<file path="src/sv/cal_pkg.sv">
// shared types, constants and calendar functions for the unix time converter
package cal_pkg;

   localparam int unsigned SecWidth    = 32;
   localparam int unsigned DayWidth    = 16;

   localparam logic [SecWidth-1:0] RecipDiv60 = 32'h8888_8889;
   localparam logic [SecWidth-1:0] RecipDiv24 = 32'hAAAA_AAAB;
   localparam logic [SecWidth-1:0] RecipDiv7  = 32'h2492_4925;

   localparam logic [11:0]         SecsPerHour = 12'd3600;
   localparam logic [7:0]          EpochYear   = 8'd70;
   localparam logic [2:0]          EpochWday   = 3'd4;
   localparam logic [3:0]          LastMonth   = 4'd11;

   localparam logic [4:0] ZoneReset = 5'sd3;

   typedef struct packed {
      logic [5:0] sec_of_minute;
      logic [5:0] min_of_hour;
      logic [4:0] hour_of_day;
      logic [2:0] day_of_week;
      logic [4:0] day_of_month;
      logic [3:0] month_of_year;
      logic [7:0] years_since_1900;
   } result_type;

   function automatic logic [8:0] year_len(input logic [7:0] yr);
      logic [8:0] len;
      len = (yr[1:0] != 2'b00) ? 9'd365 : 9'd366;
      return len;
   endfunction

   function automatic logic [4:0] month_len(input logic [3:0] mon, input logic leap);
      logic [4:0] len;
      unique case (mon)
         4'd1:    len = leap ? 5'd29 : 5'd28;
         4'd3:    len = 5'd30;
         4'd5:    len = 5'd30;
         4'd8:    len = 5'd30;
         4'd10:   len = 5'd30;
         default: len = 5'd31;
      endcase
      return len;
   endfunction

endpackage

</file>
<file path="src/sv/cal_cmpsub.sv">
// shared compare and subtract unit used by the year and month walks
module cal_cmpsub (
   input  logic [cal_pkg::DayWidth-1:0] a,
   input  logic [cal_pkg::DayWidth-1:0] b,
   output logic                         ge,
   output logic [cal_pkg::DayWidth-1:0] diff
);

   logic [cal_pkg::DayWidth:0] wide;

   assign wide = {1'b0, a} - {1'b0, b};
   assign ge   = ~wide[cal_pkg::DayWidth];
   assign diff = wide[cal_pkg::DayWidth-1:0];

endmodule

</file>
<file path="src/sv/cal_seq.sv">
// sequencer: reciprocal divisions, weekday, year walk and month walk
module cal_seq (
   input  logic                          clock,
   input  logic                          reset,
   input  logic                          start,
   input  logic [cal_pkg::SecWidth-1:0]  local_secs,
   input  logic                          done_ack,
   output logic                          busy,
   output logic                          done,
   output cal_pkg::result_type           result
);

   localparam logic [2:0] S_IDLE  = 3'd0;
   localparam logic [2:0] S_MUL   = 3'd1;
   localparam logic [2:0] S_FIX   = 3'd2;
   localparam logic [2:0] S_YEAR  = 3'd3;
   localparam logic [2:0] S_MONTH = 3'd4;
   localparam logic [2:0] S_DONE  = 3'd5;

   localparam logic [1:0] PH_SEC  = 2'd0;
   localparam logic [1:0] PH_MIN  = 2'd1;
   localparam logic [1:0] PH_HOUR = 2'd2;
   localparam logic [1:0] PH_WDAY = 2'd3;

   logic [2:0]                          state_ff, state_in;
   logic [1:0]                          phase_ff, phase_in;
   logic [cal_pkg::SecWidth-1:0]        quo_ff, quo_in;
   logic [cal_pkg::SecWidth-1:0]        prod_ff, prod_in;
   logic [cal_pkg::DayWidth-1:0]        days_ff, days_in;
   logic [7:0]                          yr_ff, yr_in;
   logic [3:0]                          mon_ff, mon_in;
   logic [5:0]                          sec_ff, sec_in;
   logic [5:0]                          min_ff, min_in;
   logic [4:0]                          hr_ff, hr_in;
   logic [2:0]                          wday_ff, wday_in;

   logic [2*cal_pkg::SecWidth-1:0]      mul_full;
   logic [cal_pkg::SecWidth-1:0]        recip;
   logic [cal_pkg::SecWidth-1:0]        quot;
   logic [cal_pkg::SecWidth-1:0]        quot_scaled;
   logic [cal_pkg::SecWidth-1:0]        remain;
   logic [cal_pkg::DayWidth-1:0]        unit_a, unit_b, unit_diff;
   logic                                unit_ge;

   cal_cmpsub u_unit (
      .a    (unit_a),
      .b    (unit_b),
      .ge   (unit_ge),
      .diff (unit_diff)
   );

   // quotient is the high product word shifted right by the per-divisor amount
   always_comb begin
      unique case (phase_ff)
         PH_SEC: begin
            recip = cal_pkg::RecipDiv60;
            quot  = {5'd0, prod_ff[cal_pkg::SecWidth-1:5]};
         end
         PH_MIN: begin
            recip = cal_pkg::RecipDiv60;
            quot  = {5'd0, prod_ff[cal_pkg::SecWidth-1:5]};
         end
         PH_HOUR: begin
            recip = cal_pkg::RecipDiv24;
            quot  = {4'd0, prod_ff[cal_pkg::SecWidth-1:4]};
         end
         default: begin
            recip = cal_pkg::RecipDiv7;
            quot  = prod_ff;
         end
      endcase
   end

   always_comb begin
      unique case (phase_ff)
         PH_SEC:  quot_scaled = {quot[25:0], 6'd0} - {quot[29:0], 2'd0};
         PH_MIN:  quot_scaled = {quot[25:0], 6'd0} - {quot[29:0], 2'd0};
         PH_HOUR: quot_scaled = {quot[27:0], 4'd0} + {quot[28:0], 3'd0};
         default: quot_scaled = {quot[28:0], 3'd0} - quot;
      endcase
   end

   assign mul_full = {{cal_pkg::SecWidth{1'b0}}, quo_ff} * {{cal_pkg::SecWidth{1'b0}}, recip};
   assign remain   = quo_ff - quot_scaled;

   always_comb begin
      unique case (state_ff)
         S_YEAR: begin
            unit_a = days_ff;
            unit_b = {7'd0, cal_pkg::year_len(yr_ff)};
         end
         S_MONTH: begin
            unit_a = days_ff;
            unit_b = {11'd0, cal_pkg::month_len(mon_ff, (yr_ff[1:0] == 2'b00))};
         end
         default: begin
            unit_a = '0;
            unit_b = '0;
         end
      endcase
   end

   always_comb begin
      state_in = state_ff;
      phase_in = phase_ff;
      quo_in   = quo_ff;
      prod_in  = prod_ff;
      days_in  = days_ff;
      yr_in    = yr_ff;
      mon_in   = mon_ff;
      sec_in   = sec_ff;
      min_in   = min_ff;
      hr_in    = hr_ff;
      wday_in  = wday_ff;
      unique case (state_ff)
         S_IDLE: begin
            if (start) begin
               state_in = S_MUL;
               phase_in = PH_SEC;
               quo_in   = local_secs;
            end
         end
         S_MUL: begin
            prod_in  = mul_full[2*cal_pkg::SecWidth-1:cal_pkg::SecWidth];
            state_in = S_FIX;
         end
         S_FIX: begin
            phase_in = phase_ff + 2'd1;
            quo_in   = quot;
            state_in = S_MUL;
            unique case (phase_ff)
               PH_SEC:  sec_in = remain[5:0];
               PH_MIN:  min_in = remain[5:0];
               PH_HOUR: begin
                  hr_in   = remain[4:0];
                  days_in = quot[cal_pkg::DayWidth-1:0];
                  quo_in  = {{(cal_pkg::SecWidth-cal_pkg::DayWidth){1'b0}},
                             quot[cal_pkg::DayWidth-1:0]}
                            + {{(cal_pkg::SecWidth-3){1'b0}}, cal_pkg::EpochWday};
               end
               default: begin
                  wday_in  = remain[2:0];
                  yr_in    = cal_pkg::EpochYear;
                  state_in = S_YEAR;
               end
            endcase
         end
         S_YEAR: begin
            if (unit_ge) begin
               days_in = unit_diff;
               yr_in   = yr_ff + 8'd1;
            end else begin
               mon_in   = '0;
               state_in = S_MONTH;
            end
         end
         S_MONTH: begin
            if (unit_ge) begin
               days_in = unit_diff;
               if (mon_ff == cal_pkg::LastMonth) begin
                  state_in = S_DONE;
               end else begin
                  mon_in = mon_ff + 4'd1;
               end
            end else begin
               state_in = S_DONE;
            end
         end
         S_DONE: begin
            if (done_ack) begin
               state_in = S_IDLE;
            end
         end
         default: state_in = S_IDLE;
      endcase
   end

   always_ff @(posedge clock) begin
      if (reset) begin
         state_ff <= S_IDLE;
         phase_ff <= PH_SEC;
      end else begin
         state_ff <= state_in;
         phase_ff <= phase_in;
      end
   end

   always_ff @(posedge clock) begin
      quo_ff  <= quo_in;
      prod_ff <= prod_in;
      days_ff <= days_in;
      yr_ff   <= yr_in;
      mon_ff  <= mon_in;
      sec_ff  <= sec_in;
      min_ff  <= min_in;
      hr_ff   <= hr_in;
      wday_ff <= wday_in;
   end

   assign busy = (state_ff != S_IDLE);
   assign done = (state_ff == S_DONE);

   assign result.sec_of_minute    = sec_ff;
   assign result.min_of_hour      = min_ff;
   assign result.hour_of_day      = hr_ff;
   assign result.day_of_week      = wday_ff;
   assign result.day_of_month     = days_ff[4:0] + 5'd1;
   assign result.month_of_year    = mon_ff + 4'd1;
   assign result.years_since_1900 = yr_ff;

endmodule

</file>
<file path="src/sv/unix_seconds_to_calendar_core.sv">
// Converts a 32-bit unix second count, shifted by a signed whole-hour zone offset
// (csr register 0, reset +3, applied modulo 2^32), to local second, minute, hour,
// weekday (0 Sunday), day of month, month (1..12) and years since 1900, using the
// every-fourth-year leap rule. Four constant divisions by reciprocal multiplication run in
// turn on one shared multiplier, each as a multiply state and a fix state; then the year
// walk (years walked from 1970: 0..136) and the month walk (months examined: 1..12) run
// one step a cycle through a single 16-bit compare-and-subtract unit. The request side
// stalls for the whole conversion; the result sits in an output register and the next
// request is taken the cycle after it has been moved there, so no request is taken while
// a conversion is in progress.
module unix_seconds_to_calendar_core (
   input  logic        clock,
   input  logic        reset,
   input  logic        req_valid,
   output logic        req_stall,
   input  logic [31:0] req_epoch_seconds,
   output logic        rsp_valid,
   input  logic        rsp_stall,
   output logic [5:0]  rsp_sec_of_minute,
   output logic [5:0]  rsp_min_of_hour,
   output logic [4:0]  rsp_hour_of_day,
   output logic [2:0]  rsp_day_of_week,
   output logic [4:0]  rsp_day_of_month,
   output logic [3:0]  rsp_month_of_year,
   output logic [7:0]  rsp_years_since_1900,
   input  logic        psel,
   input  logic        penable,
   input  logic        pwrite,
   input  logic [2:0]  paddr,
   input  logic [31:0] pwdata,
   output logic [31:0] prdata,
   output logic        pready
);

   logic [4:0]                   zone_ff, zone_in;
   logic                         rsp_valid_ff, rsp_valid_in;
   cal_pkg::result_type          rsp_data_ff, rsp_data_in;
   logic [cal_pkg::SecWidth-1:0] zone_secs;
   logic [cal_pkg::SecWidth-1:0] local_secs;
   logic                         start;
   logic                         seq_busy;
   logic                         seq_done;
   logic                         load;
   cal_pkg::result_type          seq_result;

   assign pready = 1'b1;
   assign prdata = {27'd0, zone_ff};

   always_comb begin
      zone_in = zone_ff;
      if (psel && penable && pwrite && pready && (paddr[2] == 1'b0)) begin
         zone_in = pwdata[4:0];
      end
   end

   assign zone_secs  = {{(cal_pkg::SecWidth-5){zone_ff[4]}}, zone_ff}
                       * {{(cal_pkg::SecWidth-12){1'b0}}, cal_pkg::SecsPerHour};
   assign local_secs = req_epoch_seconds + zone_secs;

   assign req_stall = seq_busy;
   assign start     = req_valid && !seq_busy;

   cal_seq u_seq (
      .clock      (clock),
      .reset      (reset),
      .start      (start),
      .local_secs (local_secs),
      .done_ack   (load),
      .busy       (seq_busy),
      .done       (seq_done),
      .result     (seq_result)
   );

   assign load = seq_done && (!rsp_valid_ff || !rsp_stall);

   always_comb begin
      rsp_valid_in = rsp_valid_ff && rsp_stall;
      rsp_data_in  = rsp_data_ff;
      if (load) begin
         rsp_valid_in = 1'b1;
         rsp_data_in  = seq_result;
      end
   end

   always_ff @(posedge clock) begin
      if (reset) begin
         zone_ff      <= cal_pkg::ZoneReset;
         rsp_valid_ff <= 1'b0;
      end else begin
         zone_ff      <= zone_in;
         rsp_valid_ff <= rsp_valid_in;
      end
   end

   always_ff @(posedge clock) begin
      rsp_data_ff <= rsp_data_in;
   end

   assign rsp_valid            = rsp_valid_ff;
   assign rsp_sec_of_minute    = rsp_data_ff.sec_of_minute;
   assign rsp_min_of_hour      = rsp_data_ff.min_of_hour;
   assign rsp_hour_of_day      = rsp_data_ff.hour_of_day;
   assign rsp_day_of_week      = rsp_data_ff.day_of_week;
   assign rsp_day_of_month     = rsp_data_ff.day_of_month;
   assign rsp_month_of_year    = rsp_data_ff.month_of_year;
   assign rsp_years_since_1900 = rsp_data_ff.years_since_1900;

endmodule

</file>
<file path="config.mk">
export PLATFORM = sky130hd
export DESIGN_NAME = unix_seconds_to_calendar_core
export DESIGN_NICKNAME = d
export VERILOG_FILES = /design/src/sv/cal_pkg.sv /design/src/sv/cal_cmpsub.sv /design/src/sv/cal_seq.sv /design/src/sv/unix_seconds_to_calendar_core.sv
export SDC_FILE = /design/constraint.sdc
export NUM_CORES = 2
export LEC_CHECK = 0
export BUFFER_PORTS_ARGS = -buffer_cell sky130_fd_sc_hd__buf_2
export CAP_MARGIN = 5
export CORE_ASPECT_RATIO = 2
export CORE_MARGIN = 5
export CORE_UTILIZATION = 25
export DETAILED_ROUTE_END_ITERATION = 10
export PLACE_DENSITY = 0.41
export SLEW_MARGIN = 15
export SYNTH_ARGS = -nofsm -noshare
export SYNTH_HDL_FRONTEND = slang
export SYNTH_HIERARCHICAL = 1
export SYNTH_SLANG_ARGS = --single-unit
</file>
<file path="constraint.sdc">
create_clock -name clock -period 9.24 [get_ports clock]
set_clock_uncertainty 0.05 [all_clocks]
set_input_delay 1.848 -clock clock [delete_from_list [all_inputs] [get_ports clock]]
set_output_delay 1.848 -clock clock [all_outputs]
set_load 0.005 [all_outputs]
</file>
**Word level (Yosys, flattened, before mapping)**

Cells that the tools add are included.

- $add $sub $neg: 11
- Multipliers: 2
- Divide/modulo/power cells: 0
- Order comparisons: 0
- Equality and inequality tests: 23
- Shift operators: 0
- Mux-type cells: 31
- Bitwise gates (word level): 2
- Reduce and logical (&&, ||, !) cells: 32

Operators by type and width:

| operator | number |
|---|---|
| 32-bit case mux with 2 select lines | 3 |
| 32-bit by 32-bit multiplier with 64-bit output | 1 |
| 32-bit 2-to-1 mux | 2 |
| 16-bit 2-to-1 mux | 3 |
| 32-bit adder | 1 |
| 32-bit by 8-bit multiplier with 28-bit output (second input constant) | 1 |
| 16-bit case mux with 2 select lines | 1 |
| 3-bit case mux with 6 select lines | 1 |
| 9-bit case mux with 2 select lines | 1 |
| 16-bit by 3-bit adder with 17-bit output (second input constant) | 1 |
| 16-bit by 9-bit subtractor with 17-bit output | 1 |
| 8-bit 2-to-1 mux | 2 |
| 8-bit case mux with 2 select lines | 1 |
| 3-bit 2-to-1 mux | 5 |
| 2-bit != test (second input constant) | 7 |
| 4-bit == test (second input constant) | 3 |
| 4-bit 2-to-1 mux | 3 |
| 6-bit case mux with 2 select lines | 1 |
| 6-bit subtractor | 2 |
| 5-bit case mux with 2 select lines | 1 |
| 2-bit AND reduction | 5 |
| 2-bit nonzero test | 5 |
| 8-bit by 1-bit adder with 8-bit output (second input constant) | 1 |
| 4-bit case mux with 2 select lines | 1 |
| 30 further kinds | 48 |

- Register bits: 160
- Latch bits: 0
- Bits in writable memories: 0
- Memory bits (read-only): 0
- Input bits: 74
- Output and inout port bits: 72
- Word-level logic and storage cells: 121
- Memories: 0

**Logic depth before layout (Yosys ltp)**

- Depth after elaboration: 7
- Gate-level depth with buffers: 32
- Mapped depth without buffers: 30

**By module**

Netlist, hierarchy kept.

By module, submodules not included:

| module | times used | cells an instance | area each (sq um) | seq. area each (sq um) |
|---|---|---|---|---|
| cal_seq | 1 | 2,749 | 27,699.1 | 3,463.3 |
| unix_seconds_to_calendar_core | 1 | 389 | 3,833.7 | 1,231.2 |
| cal_cmpsub | 1 | 117 | 827.0 | 0.0 |

**Worst setup path before layout**

Ideal clock, no wire load.

- Kind: flip-flop to flip-flop
- Start point: reg u_seq.phase_ff[0]
- End point: reg u_seq/prod_ff[27] (netlist bit) (data pin)
- Setup time: 0.258 ns
- Data arrival time: 7.634 ns
- Data required time: 8.932 ns
- Setup slack: 1.298 ns
- Cell stages (with the launch flop): 30
- Path buffers: 5
- Cells stage by stage: dfxtp_1 > ha_1 > clkbuf_1 > buf_2 > clkbuf_1 > buf_1 > and2_1 > ha_1 > fa_1 > inv_1 > fa_1 > fa_1 > inv_1 > fa_1 > fa_1 > fa_1 > inv_1 > fa_1 > inv_1 > ha_1 > buf_2 > a21oi_1 > o21ai_0 > a22o_1 > or3_1 > a41o_1 > and3_4 > a31o_4 > a21oi_2 > xnor2_1

- Word-level cells in the longest chain between the ends: 4
- Elaborated cells between the ends (all ways): 6

Ends and longest elaborated chain:

| what | line | text |
|---|---|---|
| from (decl) | cal_seq.sv:26 | `logic [1:0] phase_ff, phase_in;` |
| from (signal assigned) | cal_seq.sv:184 | `phase_ff <= phase_in;` |
| 2-bit by 1-bit == test with 1-bit output or 2-bit logical NOT (tied branches) | cal_seq.sv:54 | `unique case (phase_ff)` |
| 2-bit OR reduction (no source line) | -- |  |
| 32-bit case mux with 2 select lines (*) | cal_seq.sv:54 |  |
| 32-bit by 32-bit multiplier with 64-bit output (*) | cal_seq.sv:83 | `assign mul_full = {{cal_pkg::SecWidth{1'b0}}, quo_ff} * {{cal_pkg::SecWidth{1'b0}}, recip};` |
| named net u_seq.mul_full (one bit) | cal_seq.sv:37 | `logic [2*cal_pkg::SecWidth-1:0] mul_full;` |
| to (signal assigned) | cal_seq.sv:190 | `prod_ff <= prod_in;` |
| to (decl) | cal_seq.sv:28 | `logic [cal_pkg::SecWidth-1:0] prod_ff, prod_in;` |

Mark *: on every way through the listed nets, which the timed path passes. The rest lies on a longest branch.
A chain may end at the register's enable or synchronous reset.

**Worst setup path after layout**

- Start point: reg u_seq.phase_ff[0]
- End point: reg u_seq/prod_ff[30] (netlist bit) (data pin)

Same word-level chain as after synthesis.

==> out/qor.txt <==
Status: finished, final reports clean
Longest Clk Path Bufs: 2
Setup CP Type: reg -> reg
Pre-Repair DR Iteration Count: 7
Core Region: 0.128 mm²
Worst-Skew Late Latency: 440 ps
Final Util: 0.279
Sequential share of the synthesized area: 0.145
Dpl cell area: 0.0353 mm²
Cts bufs inserted: 17
Hold Buf Count CTS: 0
Effective utilization at floorplan: 0.252
Slew Limit Headroom: 0.275
Gr usage total: 0.168
Global route overflow: 0
Final wirelength: 117,000 µm
Unrepaired setup endpoints after global routing: no
H-tree depth: 4
Largest net degree at the start of global routing: 60
Initial antenna violation count: 0
Final count of negative-setup-slack endpoints: 0
Post CTS Setup Buffer Count: 0
Busiest metal layer after global routing: met2
Clock tree sinks: 160
Filler cells: 13,900
Clock Tree Root: clkbuf_16
Post-DR wirelength/cell: 22.7 µm
Slew @ Worst Pin: 1080 ps
WP data required: 9500 ps
Fin worst setup slack: 307 ps
EDFF count, synth: 149
CP startpoint: u_seq/phase_ff[0]$_SDFFE_PP0P_
Worst path most repeated cell: fa_1
Arr. time, crit path: 9200 ps
Crit path max-delay cell type: fa_1
Post-Syn Instances: 3,255
Synth top cells by count: 696 x inv_1, 527 x fa_1, 449 x ha_1, 172 x nand2_1, 149 x edfxtp_1
Final worst path period need: 8930 ps
Top cells by area, synth: fa_1 33%, ha_1 17%, edfxtp_1 14%
Max-Cap Viols: 0
Via Count: 22,800
Setup TNS: 0 ps
Flops & latches, synth: 160
Area growth syn-to-layout: 10.8%
Type of origin of the critical path: register
Largest stage delay on the critical path: 720 ps
Share of the synthesized area in the top cell type: 0.326
Met3 track demand over resource: 0.00962
Syn Std Cell Area: 0.0324 mm²
Met1 Use GR: 0.136
Yosys cell types: 93
Clk slew on worst S/H paths: 70 ps
Crit end category: register
Pre-CTS WS: 426 ps
Synth Flop Type: edfxtp_1
CP max FO: 43
Final GP Congestion: 0.936
Post-CTS Resized: 0
Rows: 186
Nets: 4,483
Crit Reg-Reg Startpoint: u_seq/phase_ff[0]$_SDFFE_PP0P_
Fmax: 112 MHz
Die W: 264 µm
Routed vias/inst: 4.44
Final instance area: 0.0358 mm²
Ports: 146
Initial DRC Count: 916
Vias in the first global route: 25,400
Post-DP HPWL: 107,000 µm
Period utilisation layout: 0.967
Hold Startpoint: u_seq/min_ff[4]$_DFFE_PP_
Synth area leader: fa_1
Async set or reset register ratio after synthesis: 0
CTS tree: yes
Full die area: 0.137 mm²
Layout cell share with drive strength beyond 1: 0.0737
Endpoints failing hold: 0
First-pass GRT wire length: 169,000 µm
Met2 GRT Util: 0.358
Final Slew Violations: 0
Die span in y: 519 µm
Worst min path class: reg -> reg
Synth Warn #: 6
Mapped Avg Cell Area: 9.94 µm²
ANT nets after route: 0
Count leader, synth: inv_1
Buffers on Ports: 88
Number of remaining DRC errors: 0
-- worst max-delay path: cells and delay by family (launching register included) --
family	cells	cell delay (ps)
fa+ha+maj	10	4420
compound gates	7	1820
buf+inv	7	1180
simple gates	4	670
flops	1	460
xor+xnor	1	140
-- sequential cells by signal (all words and copies together), names as in the netlist, 6 cells and up --
register	count
rsp_min_of_hour	6
rsp_years_since_1900	8
rsp_sec_of_minute	6
u_seq/quo_ff	32
u_seq/yr_ff	8
u_seq/sec_ff	6
u_seq/prod_ff	32
u_seq/days_ff	16
u_seq/min_ff	6
-- logic make-up (layout without fill, tap and decap cells) --
kind of cell / count (synthesis) / count (layout) / share of synthesized area
compound gates: 490 / 490 / 0.103
xor+xnor: 211 / 211 / 0.0571
fa+ha+maj: 979 / 979 / 0.501
buf+inv: 803 / 869 / 0.0981
flops: 160 / 160 / 0.145
mux: 14 / 14 / 0.00468
other cells: 4 / 130 / 0.000464
simple gates: 594 / 594 / 0.0913
-- worst paths after layout --
kind              slack (ps)                            to  cells after the start
hold / removal           370  rsp_min_of_hour[4]$_DFFE_PP_                      0
hold reg to reg          370  rsp_min_of_hour[4]$_DFFE_PP_                      0
setup / recovery         310   u_seq/prod_ff[30]$_DFFE_PP_                     29
setup reg to reg         310   u_seq/prod_ff[30]$_DFFE_PP_                     29
-- placed cells by master (no fill, tap or decap), types with 68 or more instances in the layout --
cell type,count
conb_1,129
inv_1,696
xnor2_1,143
a21o_1,68
nor2_1,121
a21oi_1,116
and2_1,83
buf_2,88
fa_1,527
edfxtp_1,149
nand2_1,171
xor2_1,68
ha_1,447
o21ai_0,96
-- through the flow --
step / hold WS [ps] / std cells
after floorplan: 350 / 3380
after global placement: 355 / 5106
after detailed placement: 355 / 5106
after CTS: 371 / 5138
after global routing: 375 / 5138
final: 369 / 5139
-- cell type report --
class | instances | area, µm² | area share
clock buffer | 17 | 425 | 0.0119
multi-input combinational | 2417 | 25000 | 0.697
timing repair buffer | 140 | 856 | 0.0239
tap | 1692 | 2120 | 0.0591
antenna | 1 | 2.50 | 0.0000698
sequential | 160 | 4690 | 0.131
clock inverter | 15 | 131 | 0.00367
inverter | 697 | 2620 | 0.0730
-- per-layer routing --
metal	up-vias	routed length, µm
li1	10800	-
met1	11500	33200
met2	370	70100
met3	182	1510
met4	0	11800
met5	-	0
Power is left out: the tool's default activity adds up to more than one toggle a clock period on the data nets, which glitch-free logic cannot reach.
